===== src/hpf_pkg.sv =====
// Shared types, constants and the text lookup for the hex pointer formatter.
// Used by hpf_front, hpf_queue, hpf_back and the top level.
package hpf_pkg;

  localparam int PTR_W        = 64;
  localparam int WIDTH_W      = 7;
  localparam int TLEN_W       = 5;
  localparam int CHAR_W       = 8;
  localparam int IN_TDATA_W   = 72;
  localparam int OUT_TDATA_W  = 16;
  localparam int DEF_MAX_FIELD_WIDTH = 64;
  localparam int QUEUE_DEPTH  = 2;

  localparam logic [CHAR_W-1:0] CH_SPACE  = 8'h20;
  localparam logic [CHAR_W-1:0] CH_ZERO   = 8'h30;
  localparam logic [CHAR_W-1:0] CH_X      = 8'h78;
  localparam logic [CHAR_W-1:0] CH_LPAREN = 8'h28;
  localparam logic [CHAR_W-1:0] CH_N      = 8'h6e;
  localparam logic [CHAR_W-1:0] CH_I      = 8'h69;
  localparam logic [CHAR_W-1:0] CH_L      = 8'h6c;
  localparam logic [CHAR_W-1:0] CH_RPAREN = 8'h29;
  localparam logic [CHAR_W-1:0] CH_HEX_A_OFS = 8'h57;  // 'a' - 10

  localparam logic [TLEN_W-1:0] NIL_LEN = 5'd5;

  // One classified item as it waits between front and back
  typedef struct packed {
    logic [PTR_W-1:0]   value;
    logic               is_nil;
    logic [TLEN_W-1:0]  tlen;
    logic [WIDTH_W-1:0] pad;
    logic [WIDTH_W-1:0] total;
    logic               left;
  } desc_t;

  // Character at position j of the unpadded text
  function automatic logic [CHAR_W-1:0] txt_char(desc_t d, logic [TLEN_W-1:0] j);
    logic [TLEN_W-1:0] nib_pos;
    logic [3:0]        nib;
    logic [CHAR_W-1:0] c;
    nib_pos = d.tlen - 5'd1 - j;
    nib     = d.value[{nib_pos[3:0], 2'b00} +: 4];
    if (d.is_nil) begin
      case (j)
        5'd0:    c = CH_LPAREN;
        5'd1:    c = CH_N;
        5'd2:    c = CH_I;
        5'd3:    c = CH_L;
        default: c = CH_RPAREN;
      endcase
    end else if (j == 5'd0) begin
      c = CH_ZERO;
    end else if (j == 5'd1) begin
      c = CH_X;
    end else if (nib < 4'd10) begin
      c = CH_ZERO + {4'd0, nib};
    end else begin
      c = CH_HEX_A_OFS + {4'd0, nib};
    end
    return c;
  endfunction

endpackage


===== src/hpf_front.sv =====
// Front end: takes input transactions and classifies them into a descriptor
// (text length, padding, total). Depends on hpf_pkg.
module hpf_front #(
  parameter int MAX_FIELD_WIDTH = hpf_pkg::DEF_MAX_FIELD_WIDTH
) (
  input  logic                            in_tvalid,
  output logic                            in_tready,
  input  logic [hpf_pkg::IN_TDATA_W-1:0]  in_tdata,
  output logic                            push_valid,
  input  logic                            push_ready,
  output hpf_pkg::desc_t                  push_desc
);
  import hpf_pkg::*;

  localparam logic [WIDTH_W-1:0] MAX_W = WIDTH_W'(MAX_FIELD_WIDTH);

  logic [PTR_W-1:0]   value;
  logic [WIDTH_W-1:0] fw;
  logic [WIDTH_W-1:0] width_sat;
  logic [TLEN_W-1:0]  ndig;
  logic [TLEN_W-1:0]  tlen;
  logic [WIDTH_W-1:0] total;

  assign value = in_tdata[PTR_W-1:0];
  assign fw    = in_tdata[PTR_W +: WIDTH_W];

  // Highest nonzero nibble sets the digit count
  always_comb begin
    ndig = 5'd1;
    for (int i = 1; i < 16; i++) begin
      if (value[i*4 +: 4] != 4'd0) begin
        ndig = TLEN_W'(i + 1);
      end
    end
  end

  always_comb begin
    width_sat = (fw > MAX_W) ? MAX_W : fw;
    tlen      = (value == '0) ? NIL_LEN : ndig + 5'd2;
    total     = (width_sat > {2'b00, tlen}) ? width_sat : {2'b00, tlen};
    push_desc.value  = value;
    push_desc.is_nil = (value == '0);
    push_desc.tlen   = tlen;
    push_desc.pad    = total - {2'b00, tlen};
    push_desc.total  = total;
    push_desc.left   = in_tdata[PTR_W + WIDTH_W];
  end

  assign push_valid = in_tvalid;
  assign in_tready  = push_ready;

endmodule


===== src/hpf_queue.sv =====
// Short descriptor queue between front and back so each side stalls alone.
// Depends on hpf_pkg.
module hpf_queue (
  input  logic                                        clk,
  input  logic                                        rst_n,
  input  logic                                        push_valid,
  output logic                                        push_ready,
  input  hpf_pkg::desc_t                              push_desc,
  output logic                                        pop_valid,
  input  logic                                        pop,
  output hpf_pkg::desc_t                              pop_desc,
  output logic [$clog2(hpf_pkg::QUEUE_DEPTH+1)-1:0]   count
);
  import hpf_pkg::*;

  localparam int IDX_W = (QUEUE_DEPTH > 1) ? $clog2(QUEUE_DEPTH) : 1;
  localparam int CNT_W = $clog2(QUEUE_DEPTH + 1);
  localparam logic [CNT_W-1:0] DEPTH_C = CNT_W'(QUEUE_DEPTH);
  localparam logic [IDX_W-1:0] LAST_IDX = IDX_W'(QUEUE_DEPTH - 1);

  desc_t            entry_r [QUEUE_DEPTH];
  logic [IDX_W-1:0] wr_ptr_r, wr_ptr_nxt;
  logic [IDX_W-1:0] rd_ptr_r, rd_ptr_nxt;
  logic [CNT_W-1:0] count_r, count_nxt;
  logic             do_push, do_pop;

  assign push_ready = (count_r != DEPTH_C);
  assign pop_valid  = (count_r != '0);
  assign pop_desc   = entry_r[rd_ptr_r];
  assign count      = count_r;
  assign do_push    = push_valid && push_ready;
  assign do_pop     = pop && pop_valid;

  always_comb begin
    wr_ptr_nxt = wr_ptr_r;
    rd_ptr_nxt = rd_ptr_r;
    count_nxt  = count_r;
    if (do_push) begin
      wr_ptr_nxt = (wr_ptr_r == LAST_IDX) ? '0 : wr_ptr_r + 1'b1;
    end
    if (do_pop) begin
      rd_ptr_nxt = (rd_ptr_r == LAST_IDX) ? '0 : rd_ptr_r + 1'b1;
    end
    if (do_push && !do_pop) begin
      count_nxt = count_r + 1'b1;
    end else if (do_pop && !do_push) begin
      count_nxt = count_r - 1'b1;
    end
  end

  always_ff @(posedge clk) begin
    if (!rst_n) begin
      wr_ptr_r <= '0;
      rd_ptr_r <= '0;
      count_r  <= '0;
    end else begin
      wr_ptr_r <= wr_ptr_nxt;
      rd_ptr_r <= rd_ptr_nxt;
      count_r  <= count_nxt;
    end
  end

  always_ff @(posedge clk) begin
    if (do_push) begin
      entry_r[wr_ptr_r] <= push_desc;
    end
  end

endmodule


===== src/hpf_back.sv =====
// Back end: walks the head descriptor one character per cycle into the
// output register while out_tready allows. Depends on hpf_pkg.
module hpf_back (
  input  logic                             clk,
  input  logic                             rst_n,
  input  logic                             head_valid,
  input  hpf_pkg::desc_t                   head_desc,
  output logic                             pop,
  output logic                             out_tvalid,
  input  logic                             out_tready,
  output logic [hpf_pkg::OUT_TDATA_W-1:0]  out_tdata,
  output logic                             out_tlast
);
  import hpf_pkg::*;

  logic [WIDTH_W-1:0] k_r, k_nxt;
  logic               out_valid_r, out_valid_nxt;
  logic [CHAR_W-1:0]  char_r;
  logic [WIDTH_W-1:0] total_r;
  logic               last_r;
  logic               load;
  logic               is_last;
  logic               in_txt;
  logic [WIDTH_W-1:0] j;
  logic [CHAR_W-1:0]  char_nxt;

  always_comb begin
    load    = head_valid && (!out_valid_r || out_tready);
    is_last = (k_r + 7'd1 == head_desc.total);
    if (head_desc.left) begin
      in_txt = (k_r < {2'b00, head_desc.tlen});
      j      = k_r;
    end else begin
      in_txt = (k_r >= head_desc.pad);
      j      = k_r - head_desc.pad;
    end
    char_nxt = in_txt ? txt_char(head_desc, j[TLEN_W-1:0]) : CH_SPACE;
    pop      = load && is_last;
    k_nxt    = k_r;
    if (load) begin
      k_nxt = is_last ? '0 : k_r + 7'd1;
    end
    if (load) begin
      out_valid_nxt = 1'b1;
    end else if (out_tready) begin
      out_valid_nxt = 1'b0;
    end else begin
      out_valid_nxt = out_valid_r;
    end
  end

  always_ff @(posedge clk) begin
    if (!rst_n) begin
      k_r         <= '0;
      out_valid_r <= 1'b0;
    end else begin
      k_r         <= k_nxt;
      out_valid_r <= out_valid_nxt;
    end
  end

  // Hold the payload until the next load
  always_ff @(posedge clk) begin
    if (load) begin
      char_r  <= char_nxt;
      total_r <= head_desc.total;
      last_r  <= is_last;
    end
  end

  assign out_tvalid = out_valid_r;
  assign out_tdata  = {1'b0, total_r, char_r};
  assign out_tlast  = last_r;

endmodule


===== src/hex_pointer_field_formatter.sv =====
// Top level of the hex pointer formatter: front end, descriptor queue, back end.
// Depends on hpf_pkg, hpf_front, hpf_queue and hpf_back.
//
// Formats a 64-bit pointer as "%p" text ("0x" plus lowercase hex digits, or
// "(nil)" for zero), space padded to field_width (saturated at MAX_FIELD_WIDTH),
// and sends one character per output transaction. An item is max(text length,
// saturated width) characters long, at least 3, and the back end's character
// counter emits one character per cycle unless out_tready stalls it. The front end
// classifies an item in the cycle it is accepted and a two-entry queue holds it,
// so the next item is taken while the current one is still being emitted and
// characters of consecutive items leave without a gap.
module hex_pointer_field_formatter #(
  parameter int MAX_FIELD_WIDTH = hpf_pkg::DEF_MAX_FIELD_WIDTH
) (
  input  logic                             clk,
  input  logic                             rst_n,
  input  logic                             in_tvalid,
  output logic                             in_tready,
  // [63:0] pointer_value, [70:64] field_width, [71] left_justify
  input  logic [hpf_pkg::IN_TDATA_W-1:0]   in_tdata,
  output logic                             out_tvalid,
  input  logic                             out_tready,
  // [7:0] out_char, [14:8] total_chars, [15] zero
  output logic [hpf_pkg::OUT_TDATA_W-1:0]  out_tdata,
  output logic                             out_tlast
);
  import hpf_pkg::*;

  localparam int CNT_W = $clog2(QUEUE_DEPTH + 1);

  desc_t            push_desc;
  desc_t            head_desc;
  logic             push_valid;
  logic             push_ready;
  logic             head_valid;
  logic             pop;
  logic [CNT_W-1:0] q_count;

  hpf_front #(
    .MAX_FIELD_WIDTH (MAX_FIELD_WIDTH)
  ) u_front (
    .in_tvalid  (in_tvalid),
    .in_tready  (in_tready),
    .in_tdata   (in_tdata),
    .push_valid (push_valid),
    .push_ready (push_ready),
    .push_desc  (push_desc)
  );

  hpf_queue u_queue (
    .clk        (clk),
    .rst_n      (rst_n),
    .push_valid (push_valid),
    .push_ready (push_ready),
    .push_desc  (push_desc),
    .pop_valid  (head_valid),
    .pop        (pop),
    .pop_desc   (head_desc),
    .count      (q_count)
  );

  hpf_back u_back (
    .clk        (clk),
    .rst_n      (rst_n),
    .head_valid (head_valid),
    .head_desc  (head_desc),
    .pop        (pop),
    .out_tvalid (out_tvalid),
    .out_tready (out_tready),
    .out_tdata  (out_tdata),
    .out_tlast  (out_tlast)
  );

  a_queue_bound: assert property (@(posedge clk) disable iff (!rst_n)
    q_count <= CNT_W'(QUEUE_DEPTH))
    else $error("descriptor queue count above depth");

  a_item_in_flight: assert property (@(posedge clk) disable iff (!rst_n)
    (out_tvalid && !out_tlast) |-> head_valid)
    else $error("non-final character shown with no item at queue head");

  a_total_min: assert property (@(posedge clk) disable iff (!rst_n)
    out_tvalid |-> (out_tdata[14:8] >= 7'd3))
    else $error("total character count below three");

  a_pop_on_last: assert property (@(posedge clk) disable iff (!rst_n)
    pop |=> (out_tvalid && out_tlast))
    else $error("queue entry released without final character loaded");

endmodule

===== config.mk =====
export PLATFORM = sky130hd
export DESIGN_NAME = hex_pointer_field_formatter
export DESIGN_NICKNAME = d
export VERILOG_FILES = /design/src/hpf_pkg.sv /design/src/hpf_front.sv /design/src/hpf_queue.sv /design/src/hpf_back.sv /design/src/hex_pointer_field_formatter.sv
export SDC_FILE = /design/constraint.sdc
export NUM_CORES = 1
export LEC_CHECK = 0
export BUFFER_PORTS_ARGS = -buffer_cell sky130_fd_sc_hd__buf_4
export CORE_ASPECT_RATIO = 1.2
export CORE_MARGIN = 2
export CORE_UTILIZATION = 53
export DETAILED_ROUTE_END_ITERATION = 6
export PLACE_DENSITY = 0.76
export SYNTH_ARGS = -nofsm -noshare
export SYNTH_HDL_FRONTEND = slang
export SYNTH_SLANG_ARGS = --single-unit

===== constraint.sdc =====
create_clock -name clk -period 5.4 [get_ports clk]
set_input_delay 0.54 -clock clk [delete_from_list [all_inputs] [get_ports clk]]
set_output_delay 0.54 -clock clk [all_outputs]
set_load 0.01 [all_outputs]

==> out/qor.txt <==
Core Util, Final - 63.0%
DRT Pass-1 Iters - 4
I/O Buffers - 92
Max frequency - 198 MHz
Period utilisation layout - 93.5%
Endpoint class of the critical path - flop
Final Setup Violations - 0
Drt total wl - 18600 um
Initial drt markers - 393
Placer Congestion - 0.888
FILL cells - 1244
Worst hold path class - primary input to flop
Crit path time final - 5.05 ns
CTS clock-pin slew for the worst setup and hold paths - 0.07 ns
Mapped Area - 9280 um^2
Post-route cell area - 10900 um^2
Unrepaired setup endpoints after global routing - no
Slew Viols, Final - 0
DP Worst Slack - -0.0886 ns
EDFF count, synth - 185
Seq. cell area - 5820 um^2
CTS tree - yes
# resized after CTS - 0
# nets final - 839
Rows - 53
Worst slew margin - 21.3%
Status - finished, final reports clean
I/O pin count - 95
Lkg Pwr - 0.00394 uW
CP Launch Type - primary input
Pwr dens - 399 nW/um^2
Layout area overhead - 17.4%
Number of cells on the worst reg-to-reg path - 17
WS Path Type - primary input to flop
Async SR Flop Fraction - 0%
Worst Path Arrival - 5.23 ns
Die height - 149 um
Clock latency on the worst-skew pair - 0.44 ns
Die ar. - 18600 um^2
Antenna viol nets, final - 0
Peak supply drop - 247 uV
Min-delay src - in_tdata[71]
Vias per inst - 5.75
Largest net degree at the start of global routing - 86
Measured slew at the worst slew-check pin - 1.18 ns
Antenna violations before repair - 0
Ant. Diodes - 0
WP data required - 5.58 ns
Endpoints failing hold - 0
Drt drc - 0
Register area share after synthesis - 62.7%
Dpl cell area - 10400 um^2
Top_reg_cell synth - edfxtp_1
Final worst slack - 0.353 ns
Clock buffer count from CTS - 17
Hold endpoint - u_queue.entry_r[0][0]
Synth cell types - 60
WL/cell - 19.3 um
Die span in x - 125 um
Number of H-tree levels - 4
Warnings from Yosys - 0
Num Clock Sinks - 198
Starting Density - 53.6%
Syn Area/Cell - 15.3 um^2
Overflow after GRT - 0
Hold path cells - 1
Area of the multi-input gates - 3260 um^2
Core area - 17300 um^2
Maxcap violations - 0
Register bit total from synthesis - 198
Worst Path Max Fanout - 3
Total GRT Usage - 21.0%
Worst Clk Skew - 0.00774 ns
DPL Wire Length - 13500 um
Clk buf depth - 2
Root Buffer - clkbuf_16
Layout cell share with drive strength beyond 1 - 27.9%
First-pass GRT wire length - 30000 um
Critical R2R Capture - u_back.char_r[1]
R2R setup slack - 0.49 ns
Vias in the first global route - 5788
Vias - 5544
Cell count after synthesis - 607
==> cells by family after synthesis <==
| family | Yosys count | share of synthesized area, % |
|---|---|---|
| multiplexers | 81 | 12.0 |
| other | 2 | 0.0809 |
| AND/OR/NAND/NOR | 134 | 8.20 |
| flip-flops | 198 | 62.7 |
| AO/OA/AOI/OAI | 97 | 6.97 |
| buffers and inverters | 39 | 2.43 |
| XOR/XNOR | 25 | 3.28 |
| adder cells (fa/ha/maj) | 31 | 4.42 |
==> area by class of cell <==
type	instances	share of cell area, %
Inverter	20	0.689
Tap cell	220	2.53
Multi-Input combinational cell	371	29.9
Sequential cell	198	53.4
Timing Repair Buffer	124	8.54
Clock inverter	14	1.04
Clock buffer	18	3.94
==> flip-flops by register name, summed over array words and instances, names as in the netlist, named ones only <==
| name | flops |
|---|---|
| u_back.char_r | 7 |
| u_back.k_r | 7 |
| u_back.out_tlast | 1 |
| u_back.out_tvalid | 1 |
| u_back.total_r | 7 |
| u_queue.count | 2 |
| u_queue.entry_r | 170 |
| u_queue.rd_ptr_r | 1 |
| u_queue.wr_ptr_r | 1 |
==> worst max path at each step <==
stage	from	to	slack [ns]	cells past startpoint
after floorplan	in_tdata[61]	u_queue.entry_r[0][14]	0.11	24
after global placement	in_tdata[29]	u_queue.entry_r[1][14]	0.008	24
after detailed placement	in_tdata[17]	u_queue.entry_r[0][14]	-0.09	24
after CTS	in_tdata[29]	u_queue.entry_r[1][14]	0.36	24
after global routing	in_tdata[17]	u_queue.entry_r[0][14]	0.005	24
final	in_tdata[17]	u_queue.entry_r[0][14]	0.35	24
==> where the power goes <==
part | switching (uW) | internal [uW]
clock network | 578 | 602
registers | 47.3 | 1870
logic | 714 | 538
==> cells in the mapped netlist (9+ instances only) <==
cell	number	share of area [%]
xor2_1	9	0.85
clkbuf_1	9	0.36
nor2_1	19	0.77
mux2_2	15	1.8
nor3_1	10	0.54
o21ai_0	19	1.0
mux4_2	21	5.1
nor2b_1	19	1.3
a21oi_1	27	1.5
nor4_1	11	0.74
edfxtp_1	185	60
mux2i_1	41	4.4
nand2_1	23	0.93
inv_1	20	0.81
xnor2_1	10	0.94
nand2b_1	10	0.67
dfxtp_1	13	2.8
nand3_1	9	0.49
ha_1	28	3.8
==> layer usage <==
metal | track usage [%] | vias to the layer above | share of wire (%)
li1 | - | 2617 | -
met1 | 26.6 | 2754 | 41
met2 | 36.7 | 149 | 53
met3 | 3.95 | 24 | 4.2
met4 | 7.30 | 0 | 1.9
met5 | 0 | - | 0
==> critical path, stage by stage <==
cell	delay, ns
buf_4	0.12
or4_1	0.57
nor2_1	0.17
nand2_1	0.07
a31oi_1	0.27
o21ai_0	0.12
a31oi_1	0.21
ha_1	0.27
nor2_1	0.16
ha_1	0.27
o21a_1	0.11
o21ai_0	0.14
nand2b_1	0.07
a21oi_1	0.13
o21a_1	0.15
mux2_2	0.36
a31o_2	0.22
ha_1	0.22
fa_1	0.40
nor2b_1	0.11
o21ai_0	0.08
nand2b_1	0.10
a21oi_1	0.08
mux2_2	0.28
==> cell usage in the layout (no fill, tap or decap), types with 4 or more instances in the layout <==
master,n
nor4_1,11
xnor2_1,10
edfxtp_1,185
clkbuf_16,17
nand2b_1,10
a21oi_1,27
a22oi_1,4
a221oi_1,7
mux2_2,15
inv_1,20
inv_6,4
nor2_1,18
xor2_1,9
nand3_1,9
o21ai_0,19
mux2i_1,41
dfxtp_1,12
nor3_1,10
o21a_1,7
and3_1,6
a21o_1,6
nor2b_1,19
or4_1,7
and2_1,7
a31oi_1,4
mux4_2,21
buf_4,124
ha_1,28
o21ai_1,4
nand2_1,23
==> through the flow <==
step | TNS [ns] | power (uW) | instances | hold WS (ns)
floorplan | 0 | 2780 | 608 | 0.491
global placement | 0 | 3140 | 933 | 0.498
detailed placement | -0.177 | 3190 | 933 | 0.555
CTS | 0 | 4360 | 965 | 0.274
global route | 0 | 4550 | 965 | 0.270
finish | 0 | 4350 | 965 | 0.292
==> what timing repair did <==
action	4_1_cts	5_1_grt
hold buffers	0	0
hold endpoints to repair	0	0
setup endpoints to repair	0	2
setup buffers	0	0
Power figures use the tool's default switching activity.
